===== src/hdl/brfb_pkg.sv =====
package brfb_pkg;

  localparam int unsigned DATA_W  = 8;
  localparam int unsigned LEN_W   = 7;
  localparam int unsigned COUNT_W = 9;

  localparam logic ACTION_WRITE = 1'b0;
  localparam logic ACTION_READ  = 1'b1;

  typedef enum logic [1:0] {
    KIND_WRITE_DONE   = 2'd0,
    KIND_READ_BYTE    = 2'd1,
    KIND_READ_REFUSED = 2'd2
  } kind_t;

  localparam logic [COUNT_W-1:0] COUNT_MAX = {COUNT_W{1'b1}};

  typedef struct packed {
    logic store;
    logic report;
    logic refuse;
    logic start;
    logic fetch;
    logic load_byte;
  } cmd_t;

  typedef struct packed {
    logic full;
    logic bad_read;
    logic pend;
    logic pend_last;
    logic rem_nz;
    logic out_valid;
  } status_t;

endpackage


===== src/hdl/byte_ring_fifo_burst_unit.sv =====
// circular byte fifo with burst writes and burst reads
// input channel (in_valid/in_ready): action 0 stores data_in, one byte per
//   transfer; the byte is dropped when the fifo is full. burst_end on a write
//   yields one result (kind 0) with the bytes stored during that burst.
// action 1 asks for read_length bytes: with read_length in 1..MAX_READ and
//   enough bytes held they come out oldest first, kind 1, last on the final
//   one; otherwise one kind 2 result. output channel (out_valid/out_ready) is one output register.
// writes: one transfer per cycle while the output register is free; a burst-end
//   result appears in the cycle after the transfer. reads: a refusal result
//   appears in the cycle after the transfer; a served read fetches each byte
//   through the registered read port of the storage ram into the output
//   register, one byte per cycle while the receiver takes them. the next input
//   can be taken from the cycle after the last byte is loaded, once the output register frees.
// reset empties the fifo and clears the burst count; the storage itself is
//   not cleared and needs no clearing pass.
// when the receiver stalls, the output register holds its result, the byte
//   fetch stops and no new input is taken until the register frees.
module byte_ring_fifo_burst_unit #(
  parameter int unsigned DEPTH    = 256,
  parameter int unsigned MAX_READ = 64
) (
  input  logic                         clk,
  input  logic                         rst,
  input  logic                         in_valid,
  output logic                         in_ready,
  input  logic                         action,
  input  logic [brfb_pkg::DATA_W-1:0]  data_in,
  input  logic                         burst_end,
  input  logic [brfb_pkg::LEN_W-1:0]   read_length,
  output logic                         out_valid,
  input  logic                         out_ready,
  output logic [1:0]                   kind,
  output logic [brfb_pkg::DATA_W-1:0]  data_out,
  output logic [brfb_pkg::COUNT_W-1:0] accepted_count,
  output logic                         last
);

  import brfb_pkg::*;

  cmd_t    cmd;
  status_t status;

  brfb_ctrl u_ctrl (
    .clk      (clk),
    .rst      (rst),
    .in_valid (in_valid),
    .in_ready (in_ready),
    .action   (action),
    .burst_end(burst_end),
    .out_ready(out_ready),
    .status   (status),
    .cmd      (cmd)
  );

  brfb_dpath #(
    .DEPTH   (DEPTH),
    .MAX_READ(MAX_READ)
  ) u_dpath (
    .clk           (clk),
    .rst           (rst),
    .cmd           (cmd),
    .status        (status),
    .data_in       (data_in),
    .read_length   (read_length),
    .out_valid     (out_valid),
    .out_ready     (out_ready),
    .kind          (kind),
    .data_out      (data_out),
    .accepted_count(accepted_count),
    .last          (last)
  );

endmodule


===== src/hdl/brfb_ram.sv =====
module brfb_ram #(
  parameter int unsigned WIDTH = 8,
  parameter int unsigned DEPTH = 256
) (
  input  logic                     clk,
  input  logic                     we,
  input  logic [$clog2(DEPTH)-1:0] waddr,
  input  logic [WIDTH-1:0]         wdata,
  input  logic                     re,
  input  logic [$clog2(DEPTH)-1:0] raddr,
  output logic [WIDTH-1:0]         rdata
);

  logic [WIDTH-1:0] mem [DEPTH];

  always_ff @(posedge clk) begin
    if (we) begin
      mem[waddr] <= wdata;
    end
    if (re) begin
      rdata <= mem[raddr];
    end
  end

endmodule


===== src/hdl/brfb_ctrl.sv =====
module brfb_ctrl (
  input  logic              clk,
  input  logic              rst,
  input  logic              in_valid,
  output logic              in_ready,
  input  logic              action,
  input  logic              burst_end,
  input  logic              out_ready,
  input  brfb_pkg::status_t status,
  output brfb_pkg::cmd_t    cmd
);

  import brfb_pkg::*;

  typedef enum logic [1:0] {
    ST_IDLE = 2'b01,
    ST_READ = 2'b10
  } state_t;

  state_t state;
  state_t state_next;
  logic   out_free;
  logic   accept;

  assign out_free = !status.out_valid || out_ready;
  assign in_ready = (state == ST_IDLE) && out_free;
  assign accept   = in_valid && in_ready;

  always_comb begin
    cmd = '0;
    cmd.store     = accept && (action == ACTION_WRITE) && !status.full;
    cmd.report    = accept && (action == ACTION_WRITE) && burst_end;
    cmd.refuse    = accept && (action == ACTION_READ) && status.bad_read;
    cmd.start     = accept && (action == ACTION_READ) && !status.bad_read;
    cmd.load_byte = (state == ST_READ) && status.pend && out_free;
    cmd.fetch     = (state == ST_READ) && status.rem_nz && (!status.pend || cmd.load_byte);
  end

  always_comb begin
    state_next = state;
    case (state)
      ST_IDLE: begin
        if (cmd.start) begin
          state_next = ST_READ;
        end
      end
      ST_READ: begin
        if (cmd.load_byte && status.pend_last) begin
          state_next = ST_IDLE;
        end
      end
      default: state_next = ST_IDLE;
    endcase
  end

  always_ff @(posedge clk) begin
    if (rst) begin
      state <= ST_IDLE;
    end else begin
      state <= state_next;
    end
  end

endmodule


===== src/hdl/brfb_dpath.sv =====
module brfb_dpath #(
  parameter int unsigned DEPTH    = 256,
  parameter int unsigned MAX_READ = 64
) (
  input  logic                            clk,
  input  logic                            rst,
  input  brfb_pkg::cmd_t                  cmd,
  output brfb_pkg::status_t               status,
  input  logic [brfb_pkg::DATA_W-1:0]     data_in,
  input  logic [brfb_pkg::LEN_W-1:0]      read_length,
  output logic                            out_valid,
  input  logic                            out_ready,
  output logic [1:0]                      kind,
  output logic [brfb_pkg::DATA_W-1:0]     data_out,
  output logic [brfb_pkg::COUNT_W-1:0]    accepted_count,
  output logic                            last
);

  import brfb_pkg::*;

  localparam int unsigned PW = $clog2(DEPTH);
  localparam int unsigned OW = $clog2(DEPTH + 1);
  localparam int unsigned CW = (OW > LEN_W) ? OW : LEN_W;
  localparam int unsigned RW = $clog2(MAX_READ + 1);

  logic [PW-1:0]      wptr;
  logic [PW-1:0]      rptr;
  logic [OW-1:0]      occ;
  logic [COUNT_W-1:0] burst_cnt;
  logic [COUNT_W-1:0] burst_cnt_inc;
  logic [RW-1:0]      rem;
  logic               pend;
  logic               pend_last;
  logic [DATA_W-1:0]  ram_q;
  logic [CW-1:0]      len_ext;
  logic [CW-1:0]      occ_ext;
  logic               load;
  kind_t              kind_q;

  assign len_ext = CW'(read_length);
  assign occ_ext = CW'(occ);

  assign status.full      = (occ == OW'(DEPTH));
  assign status.bad_read  = (read_length == '0) || (len_ext > CW'(MAX_READ)) ||
                            (occ_ext < len_ext);
  assign status.pend      = pend;
  assign status.pend_last = pend_last;
  assign status.rem_nz    = (rem != '0);
  assign status.out_valid = out_valid;

  assign burst_cnt_inc = (cmd.store && burst_cnt != COUNT_MAX) ? burst_cnt + 1'b1 : burst_cnt;

  brfb_ram #(
    .WIDTH(DATA_W),
    .DEPTH(DEPTH)
  ) u_ram (
    .clk  (clk),
    .we   (cmd.store),
    .waddr(wptr),
    .wdata(data_in),
    .re   (cmd.fetch),
    .raddr(rptr),
    .rdata(ram_q)
  );

  always_ff @(posedge clk) begin
    if (rst) begin
      wptr      <= '0;
      rptr      <= '0;
      occ       <= '0;
      burst_cnt <= '0;
      rem       <= '0;
      pend      <= 1'b0;
      pend_last <= 1'b0;
    end else begin
      if (cmd.store) begin
        wptr <= (wptr == PW'(DEPTH - 1)) ? '0 : wptr + 1'b1;
        occ  <= occ + 1'b1;
      end
      if (cmd.start) begin
        occ <= occ - OW'(len_ext);
        rem <= RW'(read_length);
      end
      burst_cnt <= cmd.report ? '0 : burst_cnt_inc;
      if (cmd.fetch) begin
        rptr      <= (rptr == PW'(DEPTH - 1)) ? '0 : rptr + 1'b1;
        rem       <= rem - 1'b1;
        pend      <= 1'b1;
        pend_last <= (rem == RW'(1));
      end else if (cmd.load_byte) begin
        pend <= 1'b0;
      end
    end
  end

  // output register
  assign load = cmd.report || cmd.refuse || cmd.load_byte;

  always_ff @(posedge clk) begin
    if (rst) begin
      out_valid <= 1'b0;
    end else if (load) begin
      out_valid <= 1'b1;
    end else if (out_ready) begin
      out_valid <= 1'b0;
    end
  end

  always_ff @(posedge clk) begin
    if (cmd.report) begin
      kind_q         <= KIND_WRITE_DONE;
      data_out       <= '0;
      accepted_count <= burst_cnt_inc;
      last           <= 1'b1;
    end else if (cmd.refuse) begin
      kind_q         <= KIND_READ_REFUSED;
      data_out       <= '0;
      accepted_count <= '0;
      last           <= 1'b1;
    end else if (cmd.load_byte) begin
      kind_q         <= KIND_READ_BYTE;
      data_out       <= ram_q;
      accepted_count <= '0;
      last           <= pend_last;
    end
  end

  assign kind = kind_q;

endmodule


===== config.mk =====
export PLATFORM = sky130hd
export DESIGN_NAME = byte_ring_fifo_burst_unit
export DESIGN_NICKNAME = d
export VERILOG_FILES = /design/src/hdl/brfb_pkg.sv /design/src/hdl/byte_ring_fifo_burst_unit.sv /design/src/hdl/brfb_ram.sv /design/src/hdl/brfb_ctrl.sv /design/src/hdl/brfb_dpath.sv
export SDC_FILE = /design/constraint.sdc
export NUM_CORES = 2
export LEC_CHECK = 0
export BUFFER_PORTS_ARGS = -buffer_cell sky130_fd_sc_hd__buf_2
export CAP_MARGIN = 20
export CORE_MARGIN = 3
export CORE_UTILIZATION = 60
export CTS_BUF_LIST = sky130_fd_sc_hd__clkbuf_4 sky130_fd_sc_hd__clkbuf_8 sky130_fd_sc_hd__clkbuf_16
export DETAILED_ROUTE_END_ITERATION = 7
export GPL_ROUTABILITY_DRIVEN = 0
export HOLD_SLACK_MARGIN = 0.1
export PLACE_DENSITY = 0.77
export SYNTH_ARGS = -nofsm -noshare
export SYNTH_HDL_FRONTEND = slang
export SYNTH_SLANG_ARGS = --single-unit

===== constraint.sdc =====
create_clock -name clk -period 6 [get_ports clk]
set_input_delay 1.2 -clock clk [delete_from_list [all_inputs] [get_ports clk]]
set_output_delay 1.2 -clock clk [all_outputs]
set_load 0.05 [all_outputs]

==> out/metrics.cfg <==
[outcome]
status=finished, final reports clean

[die]
die_area_um2=143000
initial_utilization_pct=60.5
die_x_um=379
io_pins=43
core_area_um2=138000
die_h_um=379
fp-row-count=136

[clocking]
htree_levels=4
cts_setup_buffers=0
clk_path_buf_depth=3
cts_resized=0
cts_hold_buf=0
clock-sinks=2122
cts_root_buf=clkbuf_16
cts_buffers=197
clk_pin_slew_ns=0.06
cts_tree=yes
worstSkewPairLatency_ns=0.85

[detailed_routing]
drc=0
postRouteAntennaNets=0
drt_iter0_markers=7054
first_pass_iters=6
vias=44300
viasPerCell=7.06
routedWlPerCell_um=34.2
drt-total-wl_mm=214

[cells_and_area]
multiInputGateArea_um2=18600
final_cell_count_no_fill=6275
nFillCells=8331
regArea_um2=63200
final_common_cell=edfxtp_1
final_cell_mix=edfxtp_1, mux4_2, nor2_1
syn_to_final_growth_pct=10.5
post_route_cells_drive_above_1_share_pct=21.8
fin_nets=4360

[grt]
grt-ovfl-total=0
grt_usage_pct=30.3
antenna_found_initial=4
grt_pass1_vias=43500
grt_pass1_wl_mm=308
grt_max_degree=201

[critical_path]
cp_slowest_stage_delay_ns=0.87
worstPathCellList=buf_4, nor2b_2, nor2b_1, buf_4, a2111oi_0, a211oi_1, a31oi_1, o21ai_0, mux2i_1
ff2ff_setup_slack_ns=1.62
r2r_end=u_dpath.u_ram.rdata[7]
crit_path_start_kind=flip-flop
slowest_stage=dfxtp_4
reg2reg_from=u_dpath.rptr[2]
crit_start=u_dpath.rptr[2]
crit_path_end_kind=flip-flop
reg2reg_depth=9
crit_top_cell=buf_4
cpLargestDelayFamily=compound AO/OA/AOI/OAI gates
cp_max_fo=48
critical_path_class=flip-flop to flip-flop
arrival_ns=5.05
critical_path_required_ns=6.67
crit_buf_inv=2

[power]
pwr-share-seq_pct=55.4
p_total_mw=29.4
power_density_nw_per_um2=319
clkPwrFrac_pct=43.3
ir_drop_v=0.000284
combPwrFrac_pct=1.3
internal_power_mw=23.6
p_leak_nw=27.7
switching_power_mw=5.72
switching_share_pct=19.5

[sta]
finalSetupTns_ns=0
slew_viol_final=0
final-setup-viol-count=0
rsz0062_at_grt=false
max_slew.worst_pin.slew_ns=1.23
finalClockSkew_ns=0.0527
finalCritPeriodShare_pct=73.0
fin_crit_ns=4.38
clock.fmax_mhz=228
relSlewSlack_pct=17.7
final_hold_viol_count=0
timing.hold.ws_ns=0.459

[logic_synthesis]
yosysWarnings=0
ys_seq_elements=2122
async_reset_ff_share_pct=0
ys_seq_area_share_pct=75.8
synthTopCellsByArea=edfxtp_1, mux4_2, mux2i_1
synth_top_area_share_pct=74.4
synth_ff_type=edfxtp_1
synth_nets=4255
netlist_instances=4215
syn_area_um2=83300
synth.distinct_cells=89
synth-edff-count=2065
synth.avg_cell_area_um2=19.8
yosys.area.top_type=edfxtp_1

[placement]
hpwl_mm=127
io_buffers=42
post-place-cells=5914

[min_path]
hold_end=u_dpath.pend_last
hold_path.class=flip-flop to flip-flop
worstHoldPathCells=2
min_from=u_dpath.pend_last

[job]
drv_cap=0

sequential cells by signal, indices dropped and copies added, names as in the netlist:
register and count:
u_dpath.u_ram.mem 2048, u_dpath.accepted_count 9, u_dpath.burst_cnt 9, u_dpath.occ 9, u_dpath.data_out 8, u_dpath.rptr 8, u_dpath.u_ram.rdata 8, u_dpath.wptr 8
u_dpath.rem 7, u_ctrl.state 2, u_dpath.kind 2, u_dpath.last 1, u_dpath.out_valid 1, u_dpath.pend 1, u_dpath.pend_last 1
how the worst max path moves through the flow:
| stage | endpoint | slack, ns | cells past startpoint |
|---|---|---|---|
| floorplan | u_dpath.u_ram.mem[104][0] | 2.71 | 8 |
| global placement | u_dpath.u_ram.mem[77][4] | 1.12 | 6 |
| detailed placement | u_dpath.u_ram.mem[30][4] | 1.04 | 6 |
| CTS | u_dpath.u_ram.rdata[7] | 1.78 | 6 |
| global route | u_dpath.u_ram.rdata[7] | 1.64 | 9 |
| finish | u_dpath.u_ram.rdata[7] | 1.62 | 9 |
stage by stage:
stage,util [%],area [um2],setup WS (ns)
after global routing,66.9,92100,1.64
after detailed placement,62.1,85500,1.04
after floorplan,-,83300,2.71
after global placement,62.1,85500,1.12
after CTS,66.9,92100,1.78
final,66.9,92100,1.62
worst reg2reg max path, delay by kind of cell (launching register included):
| kind | cells | cell delay [ns] |
|---|---|---|
| AO/OA/AOI/OAI | 4 | 1.49 |
| buffers and inverters | 2 | 0.93 |
| flip-flops | 1 | 0.87 |
| multiplexers | 1 | 0.22 |
| AND/OR/NAND/NOR | 2 | 0.72 |
routing by layer:
metal	global-route usage (%)	wire length (um)	part of all wire, %
met1	41.1	75800	35
met2	46.0	100000	47
met3	9.45	28600	13
met4	13.1	10100	4.7
met5	0	23	0.011
power groups by stage:
stage | clock, mW | combinational, mW | sequential [mW]
2_1_floorplan | 0 | 0.0575 | 16.6
3_3_place_gp | 0 | 0.367 | 16.6
3_5_place_dp | 0 | 0.381 | 16.6
4_1_cts | 12.8 | 0.380 | 16.3
5_1_grt | 13.3 | 0.408 | 16.3
6_report | 12.7 | 0.383 | 16.3
cell type report:
cell class / count / area share, %
multi-input combinational: 1819 / 20.2
sequential: 2122 / 68.6
clock buffer: 242 / 5.82
antenna: 3 / 0.00815
timing repair buffer: 157 / 1.56
clock inverter: 115 / 1.33
inverter: 23 / 0.0937
tap: 1794 / 2.44
synthesized netlist by cell type (all sizes together), types with 7 or more instances:
| cell type | instances |
|---|---|
| edfxtp | 2065 |
| o22ai | 57 |
| mux2 | 41 |
| o21ai | 43 |
| nand3 | 47 |
| and2 | 9 |
| a31oi | 12 |
| a22oi | 67 |
| a311oi | 7 |
| or3 | 9 |
| nor3 | 27 |
| nor2 | 342 |
| xor2 | 12 |
| nand2 | 119 |
| mux2i | 169 |
| o221ai | 28 |
| dfxtp | 57 |
| ha | 18 |
| nor2b | 26 |
| buf | 147 |
| a211oi | 44 |
| a21oi | 94 |
| clkbuf | 104 |
| a221oi | 38 |
| a2111oi | 11 |
| a22o | 16 |
| nand2b | 15 |
| a221o | 8 |
| inv | 21 |
| xnor2 | 14 |
| o211ai | 13 |
| mux4 | 416 |
| nand4 | 15 |
kinds of logic (layout without fill, tap and decap cells):
group,count (synthesis),in the layout,synth area share (%)
compound gates,496,496,4.24
xor+xnor,26,26,0.273
fa+ha+maj,19,19,0.294
buf+inv,274,537,2.03
flops,2122,2122,75.8
mux,626,626,13.9
other cells,0,3,0
simple gates,652,652,3.49
Note: power is estimated with default switching activity, not from simulation.
